`src/design/mavg_pkg.sv`:
```
`default_nettype none
// ----------------------------------------------------------------------------
// Moving average package
// Shared widths, item and control types, and the back-end state encoding.
// ----------------------------------------------------------------------------
package mavg_pkg;

    localparam int MAX_WINDOW  = 64;
    localparam int DATA_W      = 32;
    localparam int WL_W        = 7;
    localparam int PTR_W       = $clog2(MAX_WINDOW);
    localparam int LEN_W       = $clog2(MAX_WINDOW + 1);
    localparam int SUM_W       = DATA_W + PTR_W;
    localparam int ITER_W      = $clog2(SUM_W + 1);
    localparam int QUEUE_DEPTH = 2;
    localparam int QPTR_W      = $clog2(QUEUE_DEPTH);
    localparam int QCNT_W      = $clog2(QUEUE_DEPTH + 1);
    localparam int APB_AW      = 3;
    localparam int APB_DW      = 32;
    localparam int REG_IDX_W   = APB_AW - 2;

    localparam logic [WL_W-1:0]      WL_RESET          = WL_W'(50);
    localparam logic [REG_IDX_W-1:0] REG_WINDOW_LENGTH = '0;

    typedef struct packed {
        logic signed [DATA_W-1:0] sample;
        logic                     invalid;
    } t_item;

    typedef struct packed {
        logic  valid;
        t_item item;
    } t_head;

    typedef struct packed {
        logic             restart;
        logic [LEN_W-1:0] eff_len;
    } t_cfg;

    typedef struct packed {
        logic [LEN_W-1:0] held_count;
        logic [PTR_W-1:0] wr_ptr;
    } t_status;

    typedef enum logic [2:0] {
        BK_IDLE,
        BK_READ,
        BK_UPDATE,
        BK_DIV_INIT,
        BK_DIVIDE,
        BK_DONE
    } t_back_state;

    // A length of zero acts as one, and anything above the ring depth is clamped.
    function automatic logic [LEN_W-1:0] eff_len(input logic [WL_W-1:0] wl);
        logic [LEN_W-1:0] len;
        if (wl == '0) begin
            len = LEN_W'(1);
        end else if (int'(wl) > MAX_WINDOW) begin
            len = LEN_W'(MAX_WINDOW);
        end else begin
            len = LEN_W'(wl);
        end
        return len;
    endfunction

endpackage
`default_nettype wire

```
`src/design/mavg_in_if.sv`:
```
`default_nettype none
// ----------------------------------------------------------------------------
// Sample channel
// Valid/ready channel that carries one sample item and its invalid flag.
// ----------------------------------------------------------------------------
interface mavg_in_if import mavg_pkg::*; ();
    logic                     valid;
    logic                     ready;
    logic signed [DATA_W-1:0] sample;
    logic                     sample_invalid;

    modport source (output valid, output sample, output sample_invalid, input ready);
    modport sink   (input valid, input sample, input sample_invalid, output ready);
endinterface
`default_nettype wire

```
`src/design/mavg_out_if.sv`:
```
`default_nettype none
// ----------------------------------------------------------------------------
// Average channel
// Valid/ready channel that carries one average item and its invalid flag.
// ----------------------------------------------------------------------------
interface mavg_out_if import mavg_pkg::*; ();
    logic                     valid;
    logic                     ready;
    logic signed [DATA_W-1:0] average;
    logic                     average_invalid;

    modport source (output valid, output average, output average_invalid, input ready);
    modport sink   (input valid, input average, input average_invalid, output ready);
endinterface
`default_nettype wire

```
`src/design/mavg_ram.sv`:
```
`default_nettype none
// ----------------------------------------------------------------------------
// Generic RAM
// One write port and one read port with registered read data.
// ----------------------------------------------------------------------------
module mavg_ram #(
    parameter int WIDTH  = 32,
    parameter int DEPTH  = 64,
    localparam int ADDR_W = $clog2(DEPTH)
) (
    input  wire logic              i_clk,
    input  wire logic              i_wr_en,
    input  wire logic [ADDR_W-1:0] i_wr_addr,
    input  wire logic [WIDTH-1:0]  i_wr_data,
    input  wire logic              i_rd_en,
    input  wire logic [ADDR_W-1:0] i_rd_addr,
    output logic      [WIDTH-1:0]  o_rd_data
);

    logic [WIDTH-1:0] r_mem [DEPTH];

    always_ff @(posedge i_clk) begin
        if (i_wr_en) begin
            r_mem[i_wr_addr] <= i_wr_data;
        end
        if (i_rd_en) begin
            o_rd_data <= r_mem[i_rd_addr];
        end
    end

endmodule
`default_nettype wire

```
`src/design/mavg_front.sv`:
```
`default_nettype none
// ----------------------------------------------------------------------------
// Moving average front end
// Accepts sample items with their invalid flags and queues them.
// ----------------------------------------------------------------------------
module mavg_front import mavg_pkg::*; (
    input  wire logic i_clk,
    input  wire logic i_rst_n,
    mavg_in_if.sink   i_in,
    output t_head     o_head,
    input  wire logic i_pop
);

    t_item             r_slot [QUEUE_DEPTH];
    logic [QPTR_W-1:0] r_wr_idx;
    logic [QPTR_W-1:0] r_rd_idx;
    logic [QCNT_W-1:0] r_fill;
    logic              w_push;
    logic              w_pop;

    assign i_in.ready = (r_fill != QCNT_W'(QUEUE_DEPTH));
    assign w_push     = i_in.valid && i_in.ready;
    assign w_pop      = i_pop && (r_fill != '0);

    assign o_head.valid = (r_fill != '0);
    assign o_head.item  = r_slot[r_rd_idx];

    // The queue depth is a power of two, so the indices wrap by themselves.
    always_ff @(posedge i_clk) begin
        if (!i_rst_n) begin
            r_wr_idx <= '0;
            r_rd_idx <= '0;
            r_fill   <= '0;
        end else begin
            if (w_push) begin
                r_wr_idx <= r_wr_idx + QPTR_W'(1);
            end
            if (w_pop) begin
                r_rd_idx <= r_rd_idx + QPTR_W'(1);
            end
            if (w_push && !w_pop) begin
                r_fill <= r_fill + QCNT_W'(1);
            end else if (w_pop && !w_push) begin
                r_fill <= r_fill - QCNT_W'(1);
            end
        end
    end

    always_ff @(posedge i_clk) begin
        if (w_push) begin
            r_slot[r_wr_idx].sample  <= i_in.sample;
            r_slot[r_wr_idx].invalid <= i_in.sample_invalid;
        end
    end

endmodule
`default_nettype wire

```
`src/design/mavg_back.sv`:
```
`default_nettype none
// ----------------------------------------------------------------------------
// Moving average back end
// Updates the sample ring and running sum, divides by the held count; echoes invalid items.
// ----------------------------------------------------------------------------
module mavg_back import mavg_pkg::*; (
    input  wire logic  i_clk,
    input  wire logic  i_rst_n,
    input  wire t_cfg  i_cfg,
    input  wire t_head i_head,
    output logic       o_pop,
    output t_status    o_status,
    mavg_out_if.source o_out
);

    t_back_state              r_state, n_state;
    logic [LEN_W-1:0]         r_count, n_count;
    logic [PTR_W-1:0]         r_wr_ptr, n_wr_ptr;
    logic signed [SUM_W-1:0]  r_sum, n_sum;
    t_item                    r_item, n_item;
    logic                     r_neg, n_neg;
    logic [SUM_W-1:0]         r_quot, n_quot;
    logic [LEN_W:0]           r_rem, n_rem;
    logic [ITER_W-1:0]        r_iter, n_iter;
    logic                     r_out_valid, n_out_valid;
    logic [DATA_W-1:0]        r_out_average, n_out_average;
    logic                     r_out_invalid, n_out_invalid;

    logic                     w_ram_wr_en;
    logic                     w_ram_rd_en;
    logic [DATA_W-1:0]        w_ram_rd_data;
    logic [LEN_W:0]           w_shifted;
    logic [DATA_W-1:0]        w_quot_low;

    mavg_ram #(
        .WIDTH (DATA_W),
        .DEPTH (MAX_WINDOW)
    ) u_ring (
        .i_clk     (i_clk),
        .i_wr_en   (w_ram_wr_en),
        .i_wr_addr (r_wr_ptr),
        .i_wr_data (r_item.sample),
        .i_rd_en   (w_ram_rd_en),
        .i_rd_addr (r_wr_ptr),
        .o_rd_data (w_ram_rd_data)
    );

    assign w_shifted  = {r_rem[LEN_W-1:0], r_quot[SUM_W-1]};
    assign w_quot_low = r_quot[DATA_W-1:0];

    assign o_status.held_count = r_count;
    assign o_status.wr_ptr     = r_wr_ptr;
    assign o_out.valid           = r_out_valid;
    assign o_out.average         = r_out_average;
    assign o_out.average_invalid = r_out_invalid;

    always_comb begin
        n_state       = r_state;
        n_count       = r_count;
        n_wr_ptr      = r_wr_ptr;
        n_sum         = r_sum;
        n_item        = r_item;
        n_neg         = r_neg;
        n_quot        = r_quot;
        n_rem         = r_rem;
        n_iter        = r_iter;
        n_out_valid   = r_out_valid && !o_out.ready;
        n_out_average = r_out_average;
        n_out_invalid = r_out_invalid;
        o_pop         = 1'b0;
        w_ram_wr_en   = 1'b0;
        w_ram_rd_en   = 1'b0;

        unique case (r_state)
            BK_IDLE: begin
                if (i_head.valid) begin
                    o_pop  = 1'b1;
                    n_item = i_head.item;
                    n_state = i_head.item.invalid ? BK_DONE : BK_READ;
                end
            end
            BK_READ: begin
                // Fetch the oldest sample while the new one enters the sum.
                w_ram_rd_en = 1'b1;
                n_sum = r_sum + {{PTR_W{r_item.sample[DATA_W-1]}}, r_item.sample};
                n_state = BK_UPDATE;
            end
            BK_UPDATE: begin
                w_ram_wr_en = 1'b1;
                if (r_count >= i_cfg.eff_len) begin
                    n_sum = r_sum - {{PTR_W{w_ram_rd_data[DATA_W-1]}}, w_ram_rd_data};
                end else begin
                    n_count = r_count + LEN_W'(1);
                end
                if (LEN_W'(r_wr_ptr) + LEN_W'(1) >= i_cfg.eff_len) begin
                    n_wr_ptr = '0;
                end else begin
                    n_wr_ptr = r_wr_ptr + PTR_W'(1);
                end
                n_state = BK_DIV_INIT;
            end
            BK_DIV_INIT: begin
                // Divide the magnitude and restore the sign at the end.
                n_neg  = r_sum[SUM_W-1];
                n_quot = r_sum[SUM_W-1] ? SUM_W'(-r_sum) : SUM_W'(r_sum);
                n_rem  = '0;
                n_iter = '0;
                n_state = BK_DIVIDE;
            end
            BK_DIVIDE: begin
                if (w_shifted >= {1'b0, r_count}) begin
                    n_rem  = w_shifted - {1'b0, r_count};
                    n_quot = {r_quot[SUM_W-2:0], 1'b1};
                end else begin
                    n_rem  = w_shifted;
                    n_quot = {r_quot[SUM_W-2:0], 1'b0};
                end
                n_iter = r_iter + ITER_W'(1);
                if (r_iter == ITER_W'(SUM_W - 1)) begin
                    n_state = BK_DONE;
                end
            end
            BK_DONE: begin
                if (!r_out_valid || o_out.ready) begin
                    n_out_valid   = 1'b1;
                    n_out_invalid = r_item.invalid;
                    if (r_item.invalid) begin
                        n_out_average = r_item.sample;
                    end else if (r_neg) begin
                        n_out_average = -w_quot_low;
                    end else begin
                        n_out_average = w_quot_low;
                    end
                    n_state = BK_IDLE;
                end
            end
            default: begin
                n_state = BK_IDLE;
            end
        endcase

        if (i_cfg.restart) begin
            n_count  = '0;
            n_wr_ptr = '0;
            n_sum    = '0;
        end
    end

    always_ff @(posedge i_clk) begin
        if (!i_rst_n) begin
            r_state     <= BK_IDLE;
            r_count     <= '0;
            r_wr_ptr    <= '0;
            r_sum       <= '0;
            r_out_valid <= 1'b0;
        end else begin
            r_state     <= n_state;
            r_count     <= n_count;
            r_wr_ptr    <= n_wr_ptr;
            r_sum       <= n_sum;
            r_out_valid <= n_out_valid;
        end
    end

    always_ff @(posedge i_clk) begin
        r_item        <= n_item;
        r_neg         <= n_neg;
        r_quot        <= n_quot;
        r_rem         <= n_rem;
        r_iter        <= n_iter;
        r_out_average <= n_out_average;
        r_out_invalid <= n_out_invalid;
    end

endmodule
`default_nettype wire

```
`src/design/moving_average_window_top.sv`:
```
`default_nettype none
// Path: a valid sample item passes the back-end states read, update, divide set-up, a
// 38-step shift-subtract divide, and done, where its result enters the output register; an
// invalid item goes from idle straight to done and is echoed. The back end takes one item
// at a time; a 2-entry queue keeps accepting items meanwhile.
// Reset: window length 50, empty window (count, write pointer and sum zero); the sample ring
// is not cleared, since only entries written since the last restart are ever read.
// ----------------------------------------------------------------------------
// Moving average window, top level
// Boxcar average over the most recent valid samples, with an APB register port.
// ----------------------------------------------------------------------------
module moving_average_window_top import mavg_pkg::*; (
    input  wire logic              i_clk,
    input  wire logic              i_rst_n,
    mavg_in_if.sink                i_in,
    mavg_out_if.source             o_out,
    input  wire logic              psel,
    input  wire logic              penable,
    input  wire logic              pwrite,
    input  wire logic [APB_AW-1:0] paddr,
    input  wire logic [APB_DW-1:0] pwdata,
    output logic      [APB_DW-1:0] prdata,
    output logic                   pready
);

    // The raw register value is kept for read-back; the clamped length is what the
    // back end works with, so the clamp costs nothing on the item path.
    logic [WL_W-1:0]  r_win_len;
    logic [LEN_W-1:0] r_eff_len;
    logic             w_reg_hit;
    logic             w_cfg_write;
    t_cfg             w_cfg;
    t_head            w_head;
    logic             w_pop;
    t_status          w_status;

    assign pready      = 1'b1;
    assign w_reg_hit   = (paddr[APB_AW-1:2] == REG_WINDOW_LENGTH);
    assign w_cfg_write = psel && penable && pwrite && pready && w_reg_hit;
    assign prdata      = w_reg_hit ? APB_DW'(r_win_len) : '0;

    // Any write to the window length restarts an empty window in the same cycle.
    assign w_cfg.restart = w_cfg_write;
    assign w_cfg.eff_len = r_eff_len;

    always_ff @(posedge i_clk) begin
        if (!i_rst_n) begin
            r_win_len <= WL_RESET;
            r_eff_len <= eff_len(WL_RESET);
        end else if (w_cfg_write) begin
            r_win_len <= pwdata[WL_W-1:0];
            r_eff_len <= eff_len(pwdata[WL_W-1:0]);
        end
    end

    // The front end takes items from the channel into a short queue, so that the
    // channel is not held up while the back end is busy dividing, until the queue fills.
    mavg_front u_front (
        .i_clk   (i_clk),
        .i_rst_n (i_rst_n),
        .i_in    (i_in),
        .o_head  (w_head),
        .i_pop   (w_pop)
    );

    // The back end updates the ring and running sum, divides, and holds the result
    // in an output register until it is taken.
    mavg_back u_back (
        .i_clk    (i_clk),
        .i_rst_n  (i_rst_n),
        .i_cfg    (w_cfg),
        .i_head   (w_head),
        .o_pop    (w_pop),
        .o_status (w_status),
        .o_out    (o_out)
    );

`ifndef NO_ASSERTIONS
    a_count_within_len: assert property (@(posedge i_clk) disable iff (!i_rst_n)
        w_status.held_count <= r_eff_len)
        else $error("held count exceeds the window length");

    a_ptr_within_len: assert property (@(posedge i_clk) disable iff (!i_rst_n)
        LEN_W'(w_status.wr_ptr) < r_eff_len)
        else $error("write pointer outside the window");

    a_restart_empties: assert property (@(posedge i_clk) disable iff (!i_rst_n)
        w_cfg.restart |=> (w_status.held_count == '0) && (w_status.wr_ptr == '0))
        else $error("window not emptied after a length write");
`endif

endmodule
`default_nettype wire

```
`src/flat_wrapper.sv`:
```
// flat-port wrapper written by rule: the top's interface ports become plain ports
module moving_average_window_top_flat import mavg_pkg::*;
  (i_clk, i_rst_n, psel, penable, pwrite, paddr, pwdata, prdata, pready, i_in_valid, i_in_sample, i_in_sample_invalid, i_in_ready, o_out_valid, o_out_average, o_out_average_invalid, o_out_ready);
  mavg_in_if i_in_i ();
  mavg_out_if o_out_i ();
  input  wire logic i_clk;
  input  wire logic i_rst_n;
  input  wire logic psel;
  input  wire logic penable;
  input  wire logic pwrite;
  input  wire logic [APB_AW-1:0] paddr;
  input  wire logic [APB_DW-1:0] pwdata;
  output logic      [APB_DW-1:0] prdata;
  output logic pready;
  input wire logic [$bits(i_in_i.valid)-1:0] i_in_valid;
  input wire logic [$bits(i_in_i.sample)-1:0] i_in_sample;
  input wire logic [$bits(i_in_i.sample_invalid)-1:0] i_in_sample_invalid;
  output wire logic [$bits(i_in_i.ready)-1:0] i_in_ready;
  output wire logic [$bits(o_out_i.valid)-1:0] o_out_valid;
  output wire logic [$bits(o_out_i.average)-1:0] o_out_average;
  output wire logic [$bits(o_out_i.average_invalid)-1:0] o_out_average_invalid;
  input wire logic [$bits(o_out_i.ready)-1:0] o_out_ready;
  assign i_in_i.valid = i_in_valid;
  assign i_in_i.sample = i_in_sample;
  assign i_in_i.sample_invalid = i_in_sample_invalid;
  assign i_in_ready = i_in_i.ready;
  assign o_out_valid = o_out_i.valid;
  assign o_out_average = o_out_i.average;
  assign o_out_average_invalid = o_out_i.average_invalid;
  assign o_out_i.ready = o_out_ready;
  moving_average_window_top u_core (.i_clk(i_clk), .i_rst_n(i_rst_n), .i_in(i_in_i), .o_out(o_out_i), .psel(psel), .penable(penable), .pwrite(pwrite), .paddr(paddr), .pwdata(pwdata), .prdata(prdata), .pready(pready));
endmodule
```
`config.mk`:
```
export PLATFORM = sky130hd
export DESIGN_NAME = moving_average_window_top_flat
export DESIGN_NICKNAME = d
export VERILOG_FILES = /design/src/design/mavg_pkg.sv /design/src/design/mavg_in_if.sv /design/src/design/mavg_out_if.sv /design/src/design/mavg_ram.sv /design/src/design/mavg_front.sv /design/src/design/mavg_back.sv /design/src/design/moving_average_window_top.sv /design/src/flat_wrapper.sv
export SDC_FILE = /design/constraint.sdc
export NUM_CORES = 2
export LEC_CHECK = 0
export BUFFER_PORTS_ARGS = -buffer_cell sky130_fd_sc_hd__buf_2
export CAP_MARGIN = 20
export CORE_ASPECT_RATIO = 1.1
export CORE_UTILIZATION = 52
export DETAILED_ROUTE_END_ITERATION = 8
export GPL_ROUTABILITY_DRIVEN = 0
export PLACE_DENSITY = 0.73
export SETUP_SLACK_MARGIN = 0.3
export SYNTH_ARGS = -nofsm -noshare
export SYNTH_HDL_FRONTEND = slang
export SYNTH_HIERARCHICAL = 1
export SYNTH_SLANG_ARGS = --single-unit
export TNS_END_PERCENT = 50
```
`constraint.sdc`:
```
create_clock -name i_clk -period 6.85 [get_ports i_clk]
set_input_delay 1.37 -clock i_clk [delete_from_list [all_inputs] [get_ports i_clk]]
set_output_delay 1.37 -clock i_clk [all_outputs]
set_load 0.02 [all_outputs]
```
After elaboration in Yosys (flattened, before gate mapping)
Memories as Yosys holds them, arrays and structs flattened. A register that Yosys moved wholly into a read port is not among the register bits.
Cells that the tools add are included.

storage, ports and cells
  flip-flop bits (word level) = 191
  memory bits (writable) = 2,114
  output and inout bits = 68
  logic and storage cells = 109
  memories kept = 2

memory list
  memory                      words  bits a word  read ports  clocked after memory_dff  wr ports  line              RTL
  u_core.u_back.u_ring.r_mem  64     32           1           1                         1         mavg_ram.sv:20    logic [WIDTH-1:0] r_mem [DEPTH];
  u_core.u_front.r_slot       2      33           1           1                         1         mavg_front.sv:14  t_item r_slot [QUEUE_DEPTH];

operators by class
  $add $sub $neg = 13
  order comparisons = 4
  eq/ne operators = 11
  multiplexer cells = 33
  bitwise operators = 3
  reduce and logical (&&, ||, !) cells = 25

operators with widths
  cell                                                           number
  38-bit one-hot mux with 2 select lines                         2
  38-bit 2-to-1 mux                                              2
  32-bit 2-to-1 mux                                              2
  38-bit adder                                                   1
  38-bit negation                                                1
  38-bit subtractor                                              1
  32-bit negation                                                1
  7-bit 2-to-1 mux                                               4
  3-bit one-hot mux with 6 select lines                          1
  7-bit >= comparator                                            2
  7-bit one-hot mux with 2 select lines                          1
  1-bit 2-to-1 mux                                               13
  6-bit by 1-bit adder with 6-bit output, second input constant  2
  3-bit 2-to-1 mux                                               4
  6-bit one-hot mux with 2 select lines                          1
  2-bit != test, second input constant                           5
  8-bit by 7-bit >= comparator with 1-bit output                 1
  1-bit logical AND                                              8
  2-bit AND reduction                                            4
  2-bit nonzero test                                             4
  6-bit by 1-bit adder with 7-bit output, second input constant  1
  7-bit by 1-bit adder with 7-bit output, second input constant  1
  7-bit greater-than comparator, second input constant           1
  7-bit logical NOT                                              1
  16 further kinds                                               25

Depth between registers and ports, before layout
  depth in word-level cells = 7
  mapped depth = 22
  gate-level depth less buffers = 20

Modules after synthesis
Netlist, hierarchy kept.

modules (own cells, without submodules)
  module                     instances  cells each  area each (um^2)  seq. area each (um^2)
  mavg_ram                   1          3,324       78,835.6          62,459.9
  mavg_back                  1          1,290       11,459.7          4,644.5
  mavg_front                 1          127         2,616.3           2,082.0
  moving_average_window_top  1          94          833.3             280.3

Least setup slack after synthesis
OpenSTA, ideal clock, no wires.

  path type = register -> register
  start point = reg u_core.u_front.r_fill[1]
  end point = reg u_core.u_front.r_fill[1]
  arrival = 5,529 ps
  required time = 6,780 ps
  setup slack = 1,251 ps
  stages on the path, launching flop included = 8
  path buffers = 0
  period minus slack after synthesis = 5,599 ps
  cells stage by stage = dfxtp_1 -> or2_2 -> nor4b_1 -> o21ai_1 -> ha_1 -> xor2_1 -> or3_1 -> a21boi_1

RTL lines
  element                   line              RTL
  start: declaration        mavg_front.sv:17  logic [QCNT_W-1:0] r_fill;
  start signal: assignment  mavg_front.sv:42  r_fill <= r_fill + QCNT_W'(1);
  start signal: assignment  mavg_front.sv:44  r_fill <= r_fill - QCNT_W'(1);

Final worst setup path
  start point = reg u_core.u_back.r_state[0]
  end point = reg u_core.u_back.r_sum[36]

on the way
  longest elaborated chain between the ends = 3
  elaborated cells between the ends (all ways) = 6
  classes of those cells = 3 x eq/ne; 1 x mux; 2 x reduce/logical

RTL lines
  element                                                                                                                  line              RTL
  start: declaration                                                                                                       mavg_back.sv:16   t_back_state r_state, n_state;
  start signal: assignment                                                                                                 mavg_back.sv:157  r_state <= n_state;
  3-bit by 2-bit equality test with 1-bit output / 3-bit by 1-bit equality test with 1-bit output (equally long branches)  mavg_back.sv:74   unique case (r_state)
  2-bit != test (no source line) / 2-bit nonzero test (equally long branches)                                              --
  2-bit AND reduction (no source line)                                                                                     --
  end signal: assignment                                                                                                   mavg_back.sv:160  r_sum <= n_sum;
  end: declaration                                                                                                         mavg_back.sv:19   logic signed [SUM_W-1:0] r_sum, n_sum;

Parallel ways exist; a longest one is shown, timed or not.
A chain may end at the register's enable or synchronous reset.

==> results by group <==
STA
  • RSZ-0062 raised after global routing: no
  • Worst Tran Pin Value: 1.10 ns
  • FMAX: 0.188 GHz
  • Count of final setup violators: 0
  • Fin crit share: 77.6%
  • Final Max Slew Viols: 0
  • Setup TNS: 0 ns
  • Setup Skew: 0.0384 ns
  • Fin. Hold Viols: 0
  • Rel. slew slack: 26.7%
  • Min setup slack post-route: 1.53 ns
  • Fin crit period: 5.32 ns

Synthesis
  • Post-Syn Area per Cell: 19.4 µm²
  • Unique cell type count in the Yosys netlist: 84
  • Cell Area, Synth: 93,700 µm²
  • Number of synthesized register bits: 2,338
  • Syn. warnings: 6
  • Yosys top cell by area: edfxtp_1
  • Most common cell in the netlist: edfxtp_1
  • Top area cells in the synthesized netlist: edfxtp_1 73%, mux4_2 13%, dfxtp_1 1.6%
  • Ys async rst share: 0%
  • Synth top cells by count: 2,264 x edfxtp_1, 544 x mux4_2, 246 x nand2_1, 219 x nor2_1, 147 x o21ai_0
  • Syn Inst Count: 4,835
  • Area share of the leading cell type in the synthesized netlist: 72.5%
  • Synth Flop Type: edfxtp_1
  • Post-synth EDFFs: 2,264
  • Seq/Total Area, Yosys: 74.1%

Clock network
  • Clk pin slew, worst setup/hold paths: 0.06 ns
  • CTS buffer count: 209
  • CTS H-tree lvls: 4
  • CTS resizes: 0
  • Clock sinks: 2,338
  • Skew-Pair Late Insertion Delay: 0.86 ns
  • Root buf cell: clkbuf_16
  • Longest Clk Path Bufs: 3
  • Hold-fix buffers, CTS: 0
  • CTS tree: built
  • Setup Fix Bufs, Post-CTS: 0

Flow run
  • Max-cap violations: 0

Setup path
  • CP Cell Sequence: inv_1 > nand3b_1 > inv_1 > nand2_1 > o21ai_0 > ha_1 > inv_1 > fa_1 > a21o_1 > a221oi_1 > o221ai_1 > a31o_2 > a31oi_1 > o21ai_0 > a31oi_1 > mux2i_1 > o21ai_0
  • Reg2reg start: u_core/u_back/r_state[0]
  • Crit path required time: 7.57 ns
  • Crit-path max FO: 20
  • Critical path capture point type: flip-flop
  • Slowest cell on crit path: inv_1
  • Critical path buffers and inverters: 3
  • Startpoint types: flip-flop
  • FF-to-FF setup slack: 1.53 ns
  • R2r endpoint: u_core/u_back/r_sum[36]
  • Arrival time at the worst endpoint: 6.03 ns
  • Critical path class: flip-flop to flip-flop
  • Crit path largest cell delay: 0.82 ns
  • Worst-case reg-to-reg path depth: 17
  • Kind of cell adding the most delay to the critical path: compound AO/OA/AOI/OAI gates

Hold path
  • Worst hold endpoint: u_core/r_eff_len[2]
  • Hold depth: 2
  • Hold Startpoint: u_core/r_eff_len[2]
  • Worst hold-check path type: flip-flop to flip-flop

Placed design
  • IO buf count: 89
  • DP Area: 97,800 µm²
  • Placed Instances: 7,226
  • DP HPWL: 131,000 µm
  • Pre-CTS WS: 1.71 ns

Drt
  • Aggregate routed wire length: 229,000 µm
  • Routed wl met3: 22,800 µm
  • Routed Antenna Nets: 0
  • Wire length on met2: 110,000 µm
  • Drt first pass iters: 8
  • Top Layer Used: met4
  • Drt wl/cell: 30.1 µm
  • Initial DRC Count: 6,096
  • Drt drc: 8
  • Routed vias: 48,700
  • Met1 wire length: 86,500 µm
  • Via density: 6.39

Floorplan
  • Die Width: 407 µm
  • Core ar.: 179,000 µm²
  • Die area: 182,000 µm²
  • Rows: 163
  • Initial Util: 52.3%
  • Die height: 447 µm
  • Num ports: 143

Power
  • Power per cell area: 357 nW/µm²
  • Worst vdd ir: 0.000378 V
  • Lkg Pwr: 32.4 nW

Cells and area
  • Finished layout cell area: 104,000 µm²
  • Share of cells above drive strength 1: 23.6%
  • Area delta synth->final: 11.4%
  • Layout Nets: 5,189
  • Final Core Density: 58.3%
  • Post-Layout Cell Count: 7,617

GRT
  • Largest net degree at the start of global routing: 129
  • Initial antenna violation count: 9
  • Number of global-route vias before repair: 47,900
  • Grt ovf: 0
  • GRT Total Usage: 25.3%
  • First-pass GRT wire length: 328,000 µm

Run status
  • Outcome: complete, but fails checks
  • Failing checks: design-rule violations
[metrics by stage]
step	total power, mW	hold slack (ns)
final	37.3	0.467
after global routing	38.5	0.492
after CTS	37.4	0.470
after detailed placement	26.1	0.461
after global placement	25.9	0.450
after floorplan	23.3	0.439
[flip-flops by register name, summed over array words and instances (netlist names), 32 cells and up, named ones only]
name	flops
u_core/u_back/r_sum	38
u_core/u_back/u_ring/o_rd_data	32
u_core/u_back/u_ring/r_mem	2048
u_core/u_front/r_slot	66
u_core/u_back/o_out.average	32
u_core/u_back/r_item	33
u_core/u_back/r_quot	38
[metal layers]
| metal | vias to the layer above | GRT usage, % |
|---|---|---|
| met1 | 25300 | 35.0 |
| met5 | - | 0 |
| li1 | 20100 | - |
| met2 | 2870 | 40.8 |
| met4 | 0 | 10.1 |
| met3 | 405 | 3.97 |
[how the worst max path moves through the flow]
stage,to,cells past startpoint,slack [ns],startpoint
4_1_cts,u_core/u_back/r_sum[36],17,1.69,u_core/u_back/r_state[0]
5_1_grt,u_core/u_back/r_sum[36],17,1.19,u_core/u_back/r_state[0]
3_5_place_dp,u_core/u_back/r_sum[36],17,1.71,u_core/u_back/r_state[0]
3_3_place_gp,u_core/u_back/r_sum[36],17,1.79,u_core/u_back/r_state[0]
2_1_floorplan,u_core/u_front/r_fill[1],7,1.25,u_core/u_front/r_fill[1]
6_report,u_core/u_back/r_sum[36],17,1.53,u_core/u_back/r_state[0]
[placed cells by master, fill, tap and decap left out, types with 15 or more instances in the layout]
master     instances
ha_1              66
xor2_1            90
nor2b_1           24
xnor2_1           52
a21oi_1          143
o22ai_1           85
clkinv_1          45
clkbuf_1          51
inv_1             49
conb_1            26
nand2_1          244
clkbuf_16        213
a21o_1            31
buf_4            147
o221ai_1          29
nor2_4            64
nor3_1            22
mux2_2            38
mux4_2           544
mux2i_1          100
dfxtp_1           68
nand3_1           32
clkinv_2          37
bufinv_16         17
and3_1            15
nor2_1           155
or3_1             21
nand2b_1          22
o21ai_0          147
buf_2             90
edfxtp_1        2264
o31ai_1           21
[where the power goes]
part	total, mW	internal [mW]	leakage [nW]	switching, mW
Combinational	7.36	2.25	8.15	5.10
Clock	11.4	6.36	3.24	5.07
Sequential	18.5	18.1	21.0	0.447
[layout make-up]
type	instances	area, µm²
fill	12600	74800
multi-input combinational	2199	23300
tap	2392	2990
inverter	50	188
clock inverter	117	1080
antenna	7	17.5
clock buffer	266	5550
sequential	2338	69500
timing repair buffer	248	1770
[worst min-delay path: stages, from the launching register on]
cell      delay, ns
dfxtp_1        0.31
nand2_1        0.05
a21boi_0       0.06
[cells by family (layout without fill, tap and decap cells)]
family | after synthesis | after routing | share of synthesized area (%)
flip-flops | 2338 | 2338 | 74.1
AND/OR/NAND/NOR | 710 | 710 | 3.59
multiplexers | 682 | 682 | 14.6
AO/OA/AOI/OAI | 571 | 571 | 3.81
buffers and inverters | 322 | 681 | 1.66
XOR/XNOR | 142 | 142 | 1.33
adder cells (fa/ha/maj) | 68 | 68 | 0.924
other | 2 | 33 | 0.00801
No activity file was read; power rests on OpenSTA's default activity.
